**src/design/sedfr_pkg.sv**
```systemverilog
// ---------------------------------------------------------------------------
// sedfr_pkg: shared types and constants
// Codes, field widths and status/phase types for the framed byte receiver.
// ---------------------------------------------------------------------------
package sedfr_pkg;

  localparam int unsigned BYTE_W   = 8;
  localparam int unsigned POS_W    = 9;
  localparam int unsigned STATUS_W = 3;
  localparam int unsigned CFG_IDX_W = 2;

  // longest data section before a frame is cut off as overlong
  localparam logic [POS_W-1:0] MAX_DATA_BYTES = POS_W'(256);
  localparam logic [POS_W-1:0] LAST_POS       = '1;

  // configuration register indexes
  localparam logic [CFG_IDX_W-1:0] REG_START_CODE  = CFG_IDX_W'(0);
  localparam logic [CFG_IDX_W-1:0] REG_END_CODE    = CFG_IDX_W'(1);
  localparam logic [CFG_IDX_W-1:0] REG_ESCAPE_CODE = CFG_IDX_W'(2);

  typedef enum logic [1:0] {
    PH_HUNT   = 2'd0,
    PH_SECOND = 2'd1,
    PH_DATA   = 2'd2,
    PH_ESC    = 2'd3
  } phase_t;

  typedef enum logic [STATUS_W-1:0] {
    ST_STORED    = 3'd0,
    ST_GOOD      = 3'd1,
    ST_BAD       = 3'd2,
    ST_ABANDONED = 3'd3,
    ST_OVERLONG  = 3'd4
  } status_t;

  typedef struct packed {
    logic [BYTE_W-1:0] start_code;
    logic [BYTE_W-1:0] end_code;
    logic [BYTE_W-1:0] escape_code;
  } codes_t;

  typedef struct packed {
    logic              emit;
    logic [BYTE_W-1:0] byte_out;
    logic [POS_W-1:0]  position;
    status_t           status;
  } result_t;

endpackage

```
**src/design/sedfr_if.sv**
```systemverilog
// ---------------------------------------------------------------------------
// sedfr channel interfaces
// Valid/ready channels for received bytes and for frame buffer results.
// ---------------------------------------------------------------------------
interface sedfr_byte_if
  import sedfr_pkg::*;
();
  logic              valid;
  logic              ready;
  logic [BYTE_W-1:0] rx_byte;

  modport source (output valid, output rx_byte, input ready);
  modport sink   (input valid, input rx_byte, output ready);
endinterface

interface sedfr_result_if
  import sedfr_pkg::*;
();
  logic                valid;
  logic                ready;
  logic [BYTE_W-1:0]   byte_out;
  logic [POS_W-1:0]    position;
  logic [STATUS_W-1:0] status;

  modport source (output valid, output byte_out, output position, output status,
                  input ready);
  modport sink   (input valid, input byte_out, input position, input status,
                  output ready);
endinterface

```
**src/design/sedfr_cfg_regs.sv**
```systemverilog
// ---------------------------------------------------------------------------
// sedfr_cfg_regs: framing code registers
// Holds start, end and escape codes; written through a plain write port.
// ---------------------------------------------------------------------------
module sedfr_cfg_regs
  import sedfr_pkg::*;
(
  input  logic                 clk,
  input  logic                 rst,
  input  logic                 cfg_we,
  input  logic [CFG_IDX_W-1:0] cfg_index,
  input  logic [BYTE_W-1:0]    cfg_data,
  output codes_t               codes
);

  always_ff @(posedge clk) begin
    if (rst) begin
      codes.start_code  <= BYTE_W'(85);
      codes.end_code    <= BYTE_W'(4);
      codes.escape_code <= BYTE_W'(5);
    end else if (cfg_we) begin
      case (cfg_index)
        REG_START_CODE:  codes.start_code  <= cfg_data;
        REG_END_CODE:    codes.end_code    <= cfg_data;
        REG_ESCAPE_CODE: codes.escape_code <= cfg_data;
        default: ;  // unused index, ignored
      endcase
    end
  end

endmodule

```
**src/design/sedfr_frame_fsm.sv**
```systemverilog
// ---------------------------------------------------------------------------
// sedfr_frame_fsm: framing state machine
// Per-byte phase, checksum and buffer index update; builds one result.
// ---------------------------------------------------------------------------
module sedfr_frame_fsm
  import sedfr_pkg::*;
(
  input  logic              clk,
  input  logic              rst,
  input  logic              step,      // staged byte is processed this cycle
  input  logic [BYTE_W-1:0] b,
  input  codes_t            codes,
  output result_t           res
);

  phase_t            phase, phase_next;
  logic [BYTE_W-1:0] running_sum, running_sum_next;
  logic [POS_W-1:0]  write_index, write_index_next;
  logic [POS_W-1:0]  data_length, data_length_next;

  logic overlong;
  assign overlong = (data_length >= MAX_DATA_BYTES) || (write_index == LAST_POS);

  always_ff @(posedge clk) begin
    if (rst) begin
      phase       <= PH_HUNT;
      running_sum <= '0;
      write_index <= '0;
      data_length <= '0;
    end else if (step) begin
      phase       <= phase_next;
      running_sum <= running_sum_next;
      write_index <= write_index_next;
      data_length <= data_length_next;
    end
  end

  always_comb begin
    phase_next       = phase;
    running_sum_next = running_sum;
    write_index_next = write_index;
    data_length_next = data_length;
    res.emit         = 1'b0;
    res.byte_out     = b;
    res.position     = write_index;
    res.status       = ST_STORED;

    case (phase)
      PH_HUNT: begin
        if (b == codes.start_code) begin
          res.emit         = 1'b1;
          res.position     = '0;
          write_index_next = POS_W'(1);
          phase_next       = PH_SECOND;
        end
      end
      PH_SECOND: begin
        res.emit = 1'b1;
        if (b != codes.start_code) begin
          res.status       = ST_ABANDONED;
          phase_next       = PH_HUNT;
          write_index_next = '0;
        end else begin
          running_sum_next = '0;
          data_length_next = '0;
          write_index_next = write_index + POS_W'(1);
          phase_next       = PH_DATA;
        end
      end
      PH_DATA: begin
        if (b == codes.start_code) begin
          // restart of the data section
          res.emit = 1'b1;
          if (write_index == LAST_POS) begin
            res.status       = ST_OVERLONG;
            phase_next       = PH_HUNT;
            write_index_next = '0;
          end else begin
            running_sum_next = '0;
            data_length_next = '0;
            write_index_next = write_index + POS_W'(1);
          end
        end else if (b == codes.end_code) begin
          res.emit         = 1'b1;
          res.status       = (running_sum == '0) ? ST_GOOD : ST_BAD;
          phase_next       = PH_HUNT;
          write_index_next = '0;
        end else if (b == codes.escape_code) begin
          phase_next = PH_ESC;
        end else begin
          res.emit = 1'b1;
          if (overlong) begin
            res.status       = ST_OVERLONG;
            phase_next       = PH_HUNT;
            write_index_next = '0;
          end else begin
            running_sum_next = running_sum + b;
            data_length_next = data_length + POS_W'(1);
            write_index_next = write_index + POS_W'(1);
          end
        end
      end
      default: begin
        // byte after escape: always literal data
        res.emit = 1'b1;
        if (overlong) begin
          res.status       = ST_OVERLONG;
          phase_next       = PH_HUNT;
          write_index_next = '0;
        end else begin
          running_sum_next = running_sum + b;
          data_length_next = data_length + POS_W'(1);
          write_index_next = write_index + POS_W'(1);
          phase_next       = PH_DATA;
        end
      end
    endcase
  end

endmodule

```
**src/design/stx_etx_dle_frame_receiver.sv**
```systemverilog
// ---------------------------------------------------------------------------
// stx_etx_dle_frame_receiver: byte-stuffed frame receiver
// Start/end/escape framed bytes in, frame buffer writes and verdicts out.
// ---------------------------------------------------------------------------
// Usage:
//   rx     - sink channel, one received serial byte per request.
//   frame  - source channel; each request is a byte to store at a frame
//            buffer position (status 0), or a frame verdict: good (1),
//            checksum bad (2), abandoned after a bad second start (3),
//            overlong (4). Non-start bytes while hunting and escape codes
//            give no request.
//   cfg_*  - write port for start, end and escape codes (index 0, 1, 2);
//            write only while no byte is in flight.
// Path: an accepted byte passes the input register, then the result
//   register, before its result shows on frame.
// Throughput: one byte per cycle while frame.ready stays high; the framing
//   state update is a single compare/add step between the two registers.
// Reset (rst, synchronous): hunting for the first start code, checksum,
//   buffer index and data count cleared, codes back to 85/4/5, both
//   pipeline registers empty.
// Stall: while frame.ready is low and a result waits, the staged byte
//   holds; rx.ready stays high until the input register is also full.
// ---------------------------------------------------------------------------
module stx_etx_dle_frame_receiver
  import sedfr_pkg::*;
(
  input  logic                 clk,
  input  logic                 rst,
  sedfr_byte_if.sink           rx,
  sedfr_result_if.source       frame,
  input  logic                 cfg_we,
  input  logic [CFG_IDX_W-1:0] cfg_index,
  input  logic [BYTE_W-1:0]    cfg_data
);

  codes_t            codes;
  result_t           res;

  // input register
  logic              stg_valid;
  logic [BYTE_W-1:0] stg_byte;

  // result register has room this cycle
  logic              out_free;
  logic              step;

  assign out_free = !frame.valid || frame.ready;
  assign step     = stg_valid && out_free;
  assign rx.ready = !stg_valid || out_free;

  sedfr_cfg_regs u_cfg (
    .clk       (clk),
    .rst       (rst),
    .cfg_we    (cfg_we),
    .cfg_index (cfg_index),
    .cfg_data  (cfg_data),
    .codes     (codes)
  );

  sedfr_frame_fsm u_fsm (
    .clk   (clk),
    .rst   (rst),
    .step  (step),
    .b     (stg_byte),
    .codes (codes),
    .res   (res)
  );

  always_ff @(posedge clk) begin
    if (rst) begin
      stg_valid <= 1'b0;
    end else if (rx.valid && rx.ready) begin
      stg_valid <= 1'b1;
    end else if (out_free) begin
      stg_valid <= 1'b0;
    end
  end

  always_ff @(posedge clk) begin
    if (rx.valid && rx.ready) begin
      stg_byte <= rx.rx_byte;
    end
  end

  // result register: loads whenever it has room; empty if nothing emitted
  always_ff @(posedge clk) begin
    if (rst) begin
      frame.valid <= 1'b0;
    end else if (out_free) begin
      frame.valid <= step && res.emit;
    end
  end

  always_ff @(posedge clk) begin
    if (step && res.emit) begin
      frame.byte_out <= res.byte_out;
      frame.position <= res.position;
      frame.status   <= res.status;
    end
  end

endmodule

```
**src/flat_wrapper.sv**
```systemverilog
// flat-port wrapper written by rule: the top's interface ports become plain ports
module stx_etx_dle_frame_receiver_flat import sedfr_pkg::*;
  (clk, rst, cfg_we, cfg_index, cfg_data, rx_valid, rx_rx_byte, rx_ready, frame_valid, frame_byte_out, frame_position, frame_status, frame_ready);
  sedfr_byte_if rx_i ();
  sedfr_result_if frame_i ();
  input  logic clk;
  input  logic rst;
  input  logic cfg_we;
  input  logic [CFG_IDX_W-1:0] cfg_index;
  input  logic [BYTE_W-1:0] cfg_data;
  input wire logic [$bits(rx_i.valid)-1:0] rx_valid;
  input wire logic [$bits(rx_i.rx_byte)-1:0] rx_rx_byte;
  output wire logic [$bits(rx_i.ready)-1:0] rx_ready;
  output wire logic [$bits(frame_i.valid)-1:0] frame_valid;
  output wire logic [$bits(frame_i.byte_out)-1:0] frame_byte_out;
  output wire logic [$bits(frame_i.position)-1:0] frame_position;
  output wire logic [$bits(frame_i.status)-1:0] frame_status;
  input wire logic [$bits(frame_i.ready)-1:0] frame_ready;
  assign rx_i.valid = rx_valid;
  assign rx_i.rx_byte = rx_rx_byte;
  assign rx_ready = rx_i.ready;
  assign frame_valid = frame_i.valid;
  assign frame_byte_out = frame_i.byte_out;
  assign frame_position = frame_i.position;
  assign frame_status = frame_i.status;
  assign frame_i.ready = frame_ready;
  stx_etx_dle_frame_receiver u_core (.clk(clk), .rst(rst), .rx(rx_i), .frame(frame_i), .cfg_we(cfg_we), .cfg_index(cfg_index), .cfg_data(cfg_data));
endmodule
```
**config.mk**
```make
export PLATFORM = sky130hd
export DESIGN_NAME = stx_etx_dle_frame_receiver_flat
export DESIGN_NICKNAME = d
export VERILOG_FILES = /design/src/design/sedfr_pkg.sv /design/src/design/sedfr_if.sv /design/src/design/sedfr_cfg_regs.sv /design/src/design/sedfr_frame_fsm.sv /design/src/design/stx_etx_dle_frame_receiver.sv /design/src/flat_wrapper.sv
export SDC_FILE = /design/constraint.sdc
export NUM_CORES = 1
export LEC_CHECK = 0
export ABC_CLOCK_PERIOD_IN_PS = 3200
export BUFFER_PORTS_ARGS = -buffer_cell sky130_fd_sc_hd__buf_4
export CORE_MARGIN = 2
export CORE_UTILIZATION = 53
export DETAILED_ROUTE_END_ITERATION = 7
export GPL_ROUTABILITY_DRIVEN = 0
export PLACE_DENSITY = 0.76
export SYNTH_ARGS = -nofsm -noshare
export SYNTH_HDL_FRONTEND = slang
export SYNTH_SLANG_ARGS = --single-unit
```
**constraint.sdc**
```tcl
create_clock -name clk -period 3.2 [get_ports clk]
set_clock_uncertainty 0.2 [all_clocks]
set_input_delay 0.64 -clock clk [delete_from_list [all_inputs] [get_ports clk]]
set_output_delay 0.64 -clock clk [all_outputs]
set_load 0.005 [all_outputs]
```
### Word-level counts from Yosys, hierarchy flattened

Index checks and enable logic that the tools add are counted.

* bits in registers: 82
* latch bits: 0
* memory bits (writable): 0
* bits in read-only memories: 0
* input port bits: 23
* output and inout port bits: 22
* word-level logic and storage cells: 101
* memories kept: 0

* add/sub/neg operators: 3
* multiply operators: 0
* div/mod/pow operators: 0
* $lt $le $gt $ge: 1
* equality and inequality tests: 17
* shift-type cells: 0
* mux-type cells: 48
* bitwise gates (word level): 1
* reduce and logical (&&, ||, !) cells: 18

Operators by type and width (number)
* 2-to-1 mux 9 bit: 15
* case mux 9 bit (3 select lines): 2
* 2-to-1 mux 8 bit: 6
* equality test 8 bit: 3
* case mux 8 bit (3 select lines): 1
* 2-to-1 mux 2 bit: 10
* adder 9 x 1 -> 9 bit (second input constant): 2
* 2-to-1 mux 3 bit: 5
* != test 3 bit (second input constant): 4
* equality test 9 bit (second input constant): 1
* greater-or-equal comparator 9 bit (second input constant): 1
* case mux 3 bit (3 select lines): 1
* adder 8 bit: 1
* logical NOT 8 bit: 1
* != test 8 bit: 1
* 2-to-1 mux 1 bit: 6
* case mux 2 bit (3 select lines): 1
* AND reduction 2 bit: 3
* AND reduction 6 bit: 1
* != test 5 bit (second input constant): 1
* equality test 2 x 1 -> 1 bit (second input constant): 2
* equality test 2 bit (second input constant): 2
* logical NOT 2 bit: 2
* != test 2 bit (second input constant): 2
* 9 further kinds: 14

### Logic depth before layout (Yosys ltp)

Gate-level depths: netlist of run 1.

* depth after elaboration: 7
* mapped depth: 11
* depth with buffers taken out: 10

### Hierarchy

Synthesis of run 1 repeated with hierarchy kept, for this count alone.

* cells, all modules: 424
* area total of the unflattened synthesis: 4295.4 sq um

By module, submodules not included
* sedfr_frame_fsm: instances 1, cells each 292, area each 2367.3 sq um, seq. area each 560.5 sq um
* sedfr_cfg_regs: instances 1, cells each 93, area each 984.7 sq um, seq. area each 480.5 sq um
* stx_etx_dle_frame_receiver: instances 1, cells each 39, area each 943.4 sq um, seq. area each 880.8 sq um

### Worst setup path before layout of run 1

No wires, ideal clock.

* kind: register -> register
* start point: register u_core.stg_byte[0]
* end point: register u_core.frame.byte_out[0], enable pin
* setup time: 0.405 ns
* arrival: 2.447 ns
* required time: 2.595 ns
* slack: 0.147 ns
* cell stages (with the launch flop): 7
* path buffers: 1
* clock period less this slack: 3.053 ns
* cells stage by stage: edfxtp_1 xor2_1 nor4_1 and2_1 buf_6 o31ai_1 a21oi_1

* longest elaborated chain between the ends: 6
* elaborated cells on any way between the ends: 9
* classes of those cells: eq/ne (3); mux (5); reduce/logical (1)

Ends and longest elaborated chain
* from (decl): line stx_etx_dle_frame_receiver.sv:41 `logic [BYTE_W-1:0] stg_byte;`
* from (signal assigned): line stx_etx_dle_frame_receiver.sv:81 `stg_byte <= rx.rx_byte;`
* equality test 8 bit: line sedfr_frame_fsm.sv:88 `end else if (b == codes.escape_code) begin`
* 2-to-1 mux 1 bit: line sedfr_frame_fsm.sv:88
* 2-to-1 mux 1 bit: line sedfr_frame_fsm.sv:83 `end else if (b == codes.end_code) begin`
* 2-to-1 mux 1 bit: line sedfr_frame_fsm.sv:71 `if (b == codes.start_code) begin`
* case mux 1 bit (2 select lines) *: line sedfr_frame_fsm.sv:48 `case (phase)`
* logical AND 1 bit *: line stx_etx_dle_frame_receiver.sv:95 `if (step && res.emit) begin`
* to (decl): line sedfr_if.sv:25 `modport source (output valid, output byte_out, output position, output status,`

Every way passes the cells marked *; elsewhere a longest branch is shown, timed or not.
A chain may end at the register's enable or synchronous reset.

### Final worst setup path of run 1

* start point: register u_core.stg_byte[2]
* end point: register u_core.u_fsm.running_sum[1]

* longest elaborated chain between the ends: 3
* elaborated cells on any way between the ends: 11
* classes of those cells: eq/ne (8); mux (2); reduce/logical (1)

Ends and longest elaborated chain
* equality test 8 bit (tied with other cells): line sedfr_frame_fsm.sv:71
* != test 3 bit (no line) (tied with other cells)
* AND reduction 6 bit (no line) or case mux 8 bit (3 select lines) (tied branches)
* to (signal assigned): line sedfr_frame_fsm.sv:32 `running_sum <= running_sum_next;`
* to (decl): line sedfr_frame_fsm.sv:17 `logic [BYTE_W-1:0] running_sum, running_sum_next;`

Several ways; a longest one is shown, not always the timed one.

==> results of run 1 <==
==> synth_stat cells, drive strengths merged (5+ instances only) <==
| library cell | instances |
|---|---|
| nor4 | 7 |
| a31oi | 7 |
| clkbuf | 8 |
| nor2 | 25 |
| a22o | 6 |
| o31ai | 11 |
| dfxtp | 54 |
| xor2 | 17 |
| o21ai | 8 |
| nand2 | 31 |
| mux2i | 26 |
| a22oi | 5 |
| xnor2 | 12 |
| or4 | 6 |
| a21oi | 32 |
| inv | 19 |
| ha | 15 |
| edfxtp | 28 |
| nor3 | 6 |
| nand4 | 12 |
| and2 | 10 |
| buf | 7 |
| nand3 | 10 |
| and3 | 6 |
==> per-layer routing <==
metal	global-route usage [%]	vias up	wire [µm]
li1	-	1606	-
met1	28.3	1563	3980
met2	36.9	124	4270
met3	5.01	36	497
met4	10.4	0	342
met5	0	-	0
==> flip-flops by register name (all words and copies together) (netlist names), 2 cells and up <==
signal	count
u_core.u_fsm.data_length	9
u_core.u_fsm.write_index	9
u_core.stg_byte	8
u_core.u_cfg.codes	24
u_core.frame.position	9
u_core.u_fsm.phase	2
u_core.frame.status	3
u_core.frame.byte_out	8
u_core.u_fsm.running_sum	8
==> power by group <==
part / internal, µW / switching (µW) / total (µW)
Clock: 329 / 369 / 698
Combinational: 62.9 / 68.8 / 132
Sequential: 1090 / 27.8 / 1120
Total: 1490 / 466 / 1950
==> worst max path at each step <==
| stage | end | slack, ns | cells past startpoint |
|---|---|---|---|
| after CTS | u_core.u_fsm.write_index[0] | 0.27 | 9 |
| after global placement | u_core.u_fsm.data_length[1] | 0.36 | 6 |
| after floorplan | u_core.frame.byte_out[0] | 0.15 | 6 |
| final | u_core.u_fsm.running_sum[1] | 0.15 | 6 |
| after global routing | u_core.u_fsm.running_sum[0] | 0.009 | 6 |
| after detailed placement | u_core.u_fsm.running_sum[1] | 0.29 | 6 |
==> cells by family after synthesis <==
| family | after synthesis |
|---|---|
| AO/OA/AOI/OAI | 94 |
| XOR/XNOR | 29 |
| adder cells (fa/ha/maj) | 16 |
| buffers and inverters | 34 |
| flip-flops | 82 |
| multiplexers | 26 |
| AND/OR/NAND/NOR | 125 |
==> per-stage QoR <==
| stage | util (%) | total power [µW] | setup WS [ns] |
|---|---|---|---|
| floorplan | - | 1220 | 0.147 |
| global placement | 59.8 | 1270 | 0.357 |
| detailed placement | 59.8 | 1280 | 0.295 |
| CTS | 62.2 | 1960 | 0.267 |
| global route | 62.4 | 2030 | 0.00885 |
| finish | 62.4 | 1950 | 0.147 |
==> placed cells by master, fill, tap and decap left out, drive strengths merged, types with 15 or more instances in the layout <==
cell / Yosys / routed
dfxtp: 54 / 54
buf: 7 / 51
a21oi: 32 / 32
nand2: 31 / 31
edfxtp: 28 / 28
mux2i: 26 / 26
nor2: 25 / 25
inv: 19 / 19
xor2: 17 / 17
ha: 15 / 15
==> critical path, delay by kind of cell, from the launching register on <==
kind            cells  cell delay [ns]
simple gates        2             1.08
compound gates      3             1.01
flops               1             0.52
xor+xnor            1             0.19
==> layout make-up <==
class | instances | area [µm²]
Clock buffer | 12 | 156
Clock inverter | 4 | 26.3
Fill cell | 652 | 2860
Inverter | 19 | 71.3
Multi-Input combinational cell | 290 | 2060
Sequential cell | 82 | 1920
Tap cell | 102 | 128
Timing Repair Buffer | 51 | 383
==> what timing repair did <==
| action | 4_1_cts | 5_1_grt |
|---|---|---|
| gates resized for setup | 0 | 2 |
| setup endpoints to repair | 0 | 4 |
| buffers inserted | 0 | 0 |
==> flow_metrics.py, run 1 <==
metrics = {
    "run_status": {
        "status": "completed",
    },
    "yosys": {
        "synth_nets": 445,
        "yosysWarnings": 0,
        "ys_async_sr_fraction_pct": 0,
        "synth_area_per_cell_um2": 10.1,
        "muxShareOfSynthArea_pct": 6.33,
        "synth_edf_count": 28,
        "synth_cells": 406,
        "synth_compound_area_share_pct": 16.2,
        "synth_seq_cells": 82,
        "synth_area_leaders": "dfxtp_1, edfxtp_1, mux2i_1, ha_1, a21oi_1",
        "yosysTopAreaCellShare_pct": 26.3,
        "synth-adder-area-share_pct": 5.05,
        "synth_top_family_by_area": "compound AO/OA/AOI/OAI gates",
        "synth_ff_type": "dfxtp_1",
        "ys_seq_area_share_pct": 46.8,
        "synth_top_cell_by_area": "dfxtp_1",
        "synth.distinct_cells": 60,
        "yosys.area_share.simple_pct": 15.8,
        "syn_area_um2": 4110,
        "synthXorXnorAreaFrac_pct": 6.18,
    },
    "critical_path": {
        "cp-startpoint": "u_core.stg_byte[2]",
        "r2r_setup_slack_ns": 0.15,
        "worstSetupEndpointType": "register",
        "worstRegToRegCells": 6,
        "cp_slowest_cell": "a31oi_1",
        "timing.rr.start": "u_core.stg_byte[2]",
        "critPathKind": "register to register",
        "crit_required_ns": 3.30,
        "crit_chain": "xor2_1 -> nor4_1 -> and2_1 -> o31ai_2 -> a31oi_1 -> a22o_1",
        "worst-path-max-fanout": 9,
        "slowest_delay_ns": 0.58,
        "worst_ep_arrival_time_ns": 3.15,
        "cp-start-kind": "register",
        "r2r_end": "u_core.u_fsm.running_sum[1]",
    },
    "place": {
        "dp_hpwl_um": 6570,
        "dp_cells": 544,
        "numPortBuffers": 44,
        "placedInstanceArea_um2": 4550,
    },
    "final_layout": {
        "fin_nets": 492,
        "finalNonFillerCells": 560,
        "syn_to_final_growth_pct": 15.5,
        "antennaDiodeCount": 0,
        "fin_area_um2": 4750,
        "drive_gt1_share_pct": 16.6,
    },
    "grt": {
        "grt_first_pass_wirelength_um": 15100,
        "gr-total-overflow": 0,
        "grt_pass1_vias": 3154,
        "grt_max_degree": 34,
        "grt_antenna_before_repair": 0,
        "grtUsageTotal_pct": 22.5,
    },
    "clocking": {
        "clkSinkCount": 82,
        "cts_buffers": 9,
        "cts_tree": "built",
        "clkSlewWorstSetupHoldPaths_ns": 0.08,
        "cts_hold_buf": 0,
        "cts-root-buf": "clkbuf_8",
        "cts_htree_levels": 3,
        "insertion_delay_ns": 0.36,
        "cts_buffer_depth": 2,
    },
    "sta": {
        "fin_crit_sh_pct": 95.4,
        "slew_headroom_pct": 46.0,
        "tns_ns": 0,
        "fmax_mhz": 328,
        "setup_violations": 0,
        "hold_ws_ns": 0.257,
        "rsz0062_at_grt": "false",
        "fin_crit_ns": 3.05,
        "tightest_slew_ns": 0.810,
        "hold_viol_final": 0,
        "maxSlewViolCount": 0,
    },
    "drt": {
        "drt-initial-drc-count": 283,
        "wl_per_cell_um": 16.2,
        "drcViolationCount": 0,
        "wirelength_um": 9090,
        "dr.pass1.iters": 7,
        "via_count": 3329,
        "antenna_left": 0,
        "vias_per_cell": 5.94,
    },
    "die": {
        "std_cell_rows": 32,
        "die_w_um": 92.1,
        "initial_utilization_pct": 54.0,
        "coreArea_um2": 7610,
        "die_area_um2": 8480,
        "ios": 45,
        "die_h_um": 92.1,
    },
    "hold_path": {
        "min_path_cells": 1,
        "hp-class": "input port to register",
        "hold_end": "u_core.stg_byte[0]",
        "min_from": "rx_rx_byte[0]",
    },
    "flow_run": {
        "maxCapViolations": 0,
    },
    "power": {
        "vdd_drop_max_mv": 0.271,
        "leakagePower_uw": 0.00187,
        "powerDensity_nw_per_um2": 411,
    },
}
No activity file was read; power rests on OpenSTA's default activity.
==> run 2, diff against run 1 <==
- CORE_MARGIN: 2 -> 1
==> flow_metrics.py, run 2 (same netlist as run 1, synthesis figures left out) <==
metrics = {
    "run_status": {
        "status": "completed",
    },
    "sta": {
        "hold_viol_final": 0,
        "slew_headroom_pct": 38.2,
        "tns_ns": 0,
        "maxSlewViolCount": 0,
        "fmax_mhz": 332,
        "tightest_slew_ns": 0.922,
        "fin_crit_ns": 3.01,
        "rsz0062_at_grt": "false",
        "setup_violations": 0,
        "fin_crit_sh_pct": 94.2,
    },
    "flow_run": {
        "maxCapViolations": 0,
    },
    "final_layout": {
        "regMostFlops": "u_core.u_cfg.codes",
        "utilization_pct": 64.6,
        "final_cell_mix": "dfxtp_1, buf_4, nand2_1, a21oi_1, edfxtp_1",
        "final_common_cell": "dfxtp_1",
        "fin_area_um2": 4760,
        "fillers": 604,
        "syn_to_final_growth_pct": 15.7,
        "drive_gt1_share_pct": 16.6,
        "largest_reg_flops": 24,
        "antennaDiodeCount": 0,
        "fin_nets": 492,
    },
    "place": {
        "placedInstanceArea_um2": 4540,
        "numPortBuffers": 44,
        "dp_hpwl_um": 6470,
    },
    "grt": {
        "grt_pass1_vias": 3065,
        "grt_first_pass_wirelength_um": 15000,
        "grt_antenna_before_repair": 0,
        "gr-total-overflow": 0,
        "grtUsageTotal_pct": 23.6,
        "grt_max_degree": 34,
    },
    "drt": {
        "drcViolationCount": 0,
        "via_count": 3302,
        "vias_per_cell": 5.93,
        "antenna_left": 0,
        "dr.pass1.iters": 5,
        "wl_per_cell_um": 16.5,
        "drt-initial-drc-count": 339,
        "wirelength_um": 9170,
    },
    "critical_path": {
        "crit_required_ns": 3.26,
        "worstSetupEndpointType": "register",
        "timing.rr.start": "u_core.u_fsm.write_index[2]",
        "cp-start-kind": "register",
        "worst-path-max-fanout": 14,
        "cp-startpoint": "u_core.u_fsm.write_index[2]",
        "worst_ep_arrival_time_ns": 3.07,
        "critPathKind": "register to register",
    },
    "clocking": {
        "cts-root-buf": "clkbuf_8",
        "cts_hold_buf": 0,
        "cts_buffer_depth": 2,
        "cts_buffers": 9,
        "insertion_delay_ns": 0.36,
        "cts_htree_levels": 3,
        "clkSlewWorstSetupHoldPaths_ns": 0.09,
        "cts_resized": 0,
        "clkSinkCount": 82,
        "cts_setup_buffers": 0,
        "cts_tree": "built",
    },
    "die": {
        "initial_utilization_pct": 55.8,
        "die_w_um": 90.1,
        "die_area_um2": 8110,
        "die_h_um": 90.1,
        "std_cell_rows": 31,
        "coreArea_um2": 7370,
        "ios": 45,
    },
    "hold_path": {
        "hp-class": "input port to register",
        "min_from": "rx_rx_byte[5]",
    },
    "power": {
        "p_int_uw": 1590,
        "seqPwrFrac_pct": 54.2,
        "switching_share_pct": 23.0,
        "leakagePower_uw": 0.00188,
        "vdd_drop_max_mv": 0.323,
        "clockPowerShare_pct": 39.3,
        "switching_power_uw": 476,
        "power_frac_comb_pct": 6.5,
        "powerDensity_nw_per_um2": 435,
    },
}
==> run 2: power by group through the flow <==
stage,registers (µW),logic (µW),clock network [µW]
2_1_floorplan,1140,87.5,0
3_3_place_gp,1150,127,0
3_5_place_dp,1150,130,0
4_1_cts,1120,133,825
5_1_grt,1130,147,876
6_report,1120,134,814
==> run 2: per-layer routing <==
metal	vias up	part of all wire, %	track usage (%)
met1	1523	44	29.7
met2	152	48	38.0
met5	-	0	0
li1	1602	-	-
met3	25	6.4	4.65
met4	0	2.5	13.2
==> run 2: worst paths after layout <==
path	to	slack (ns)	cells past startpoint
worst min-delay path	u_core.stg_byte[5]	0.25	1
worst max register to register	u_core.u_fsm.write_index[0]	0.19	9
worst max-delay path	u_core.u_fsm.write_index[0]	0.19	9
worst min register to register	u_core.u_fsm.data_length[5]	0.29	2
==> run 2: stage by stage <==
stage | total power [µW] | hold slack [ns] | cells | worst slack, ns
after floorplan | 1220 | 0.228 | 406 | 0.147
after global placement | 1270 | 0.263 | 541 | 0.222
after detailed placement | 1280 | 0.278 | 541 | 0.238
after CTS | 2080 | 0.245 | 557 | 0.210
after global routing | 2150 | 0.238 | 557 | 0.000341
final | 2070 | 0.252 | 557 | 0.186
==> run 2: area by class of cell <==
type	instances	area (µm²)	area share (%)
inverters	19	71.3	1.50
clock inverters	7	91.3	1.92
multi-input cells	290	2040	42.9
flip-flops and latches	82	1920	40.4
well taps	99	124	2.60
repair buffers	51	383	8.05
clock buffers	9	124	2.60
==> run 2: worst max-delay path: stages (launching register included) <==
cell	delay, ns
dfxtp_1	0.37
and3_1	0.25
nand3_1	0.14
nor2_1	0.07
ha_1	0.23
inv_1	0.15
nand2_1	0.24
o31ai_2	0.81
a221oi_1	0.18
a211oi_1	0.28
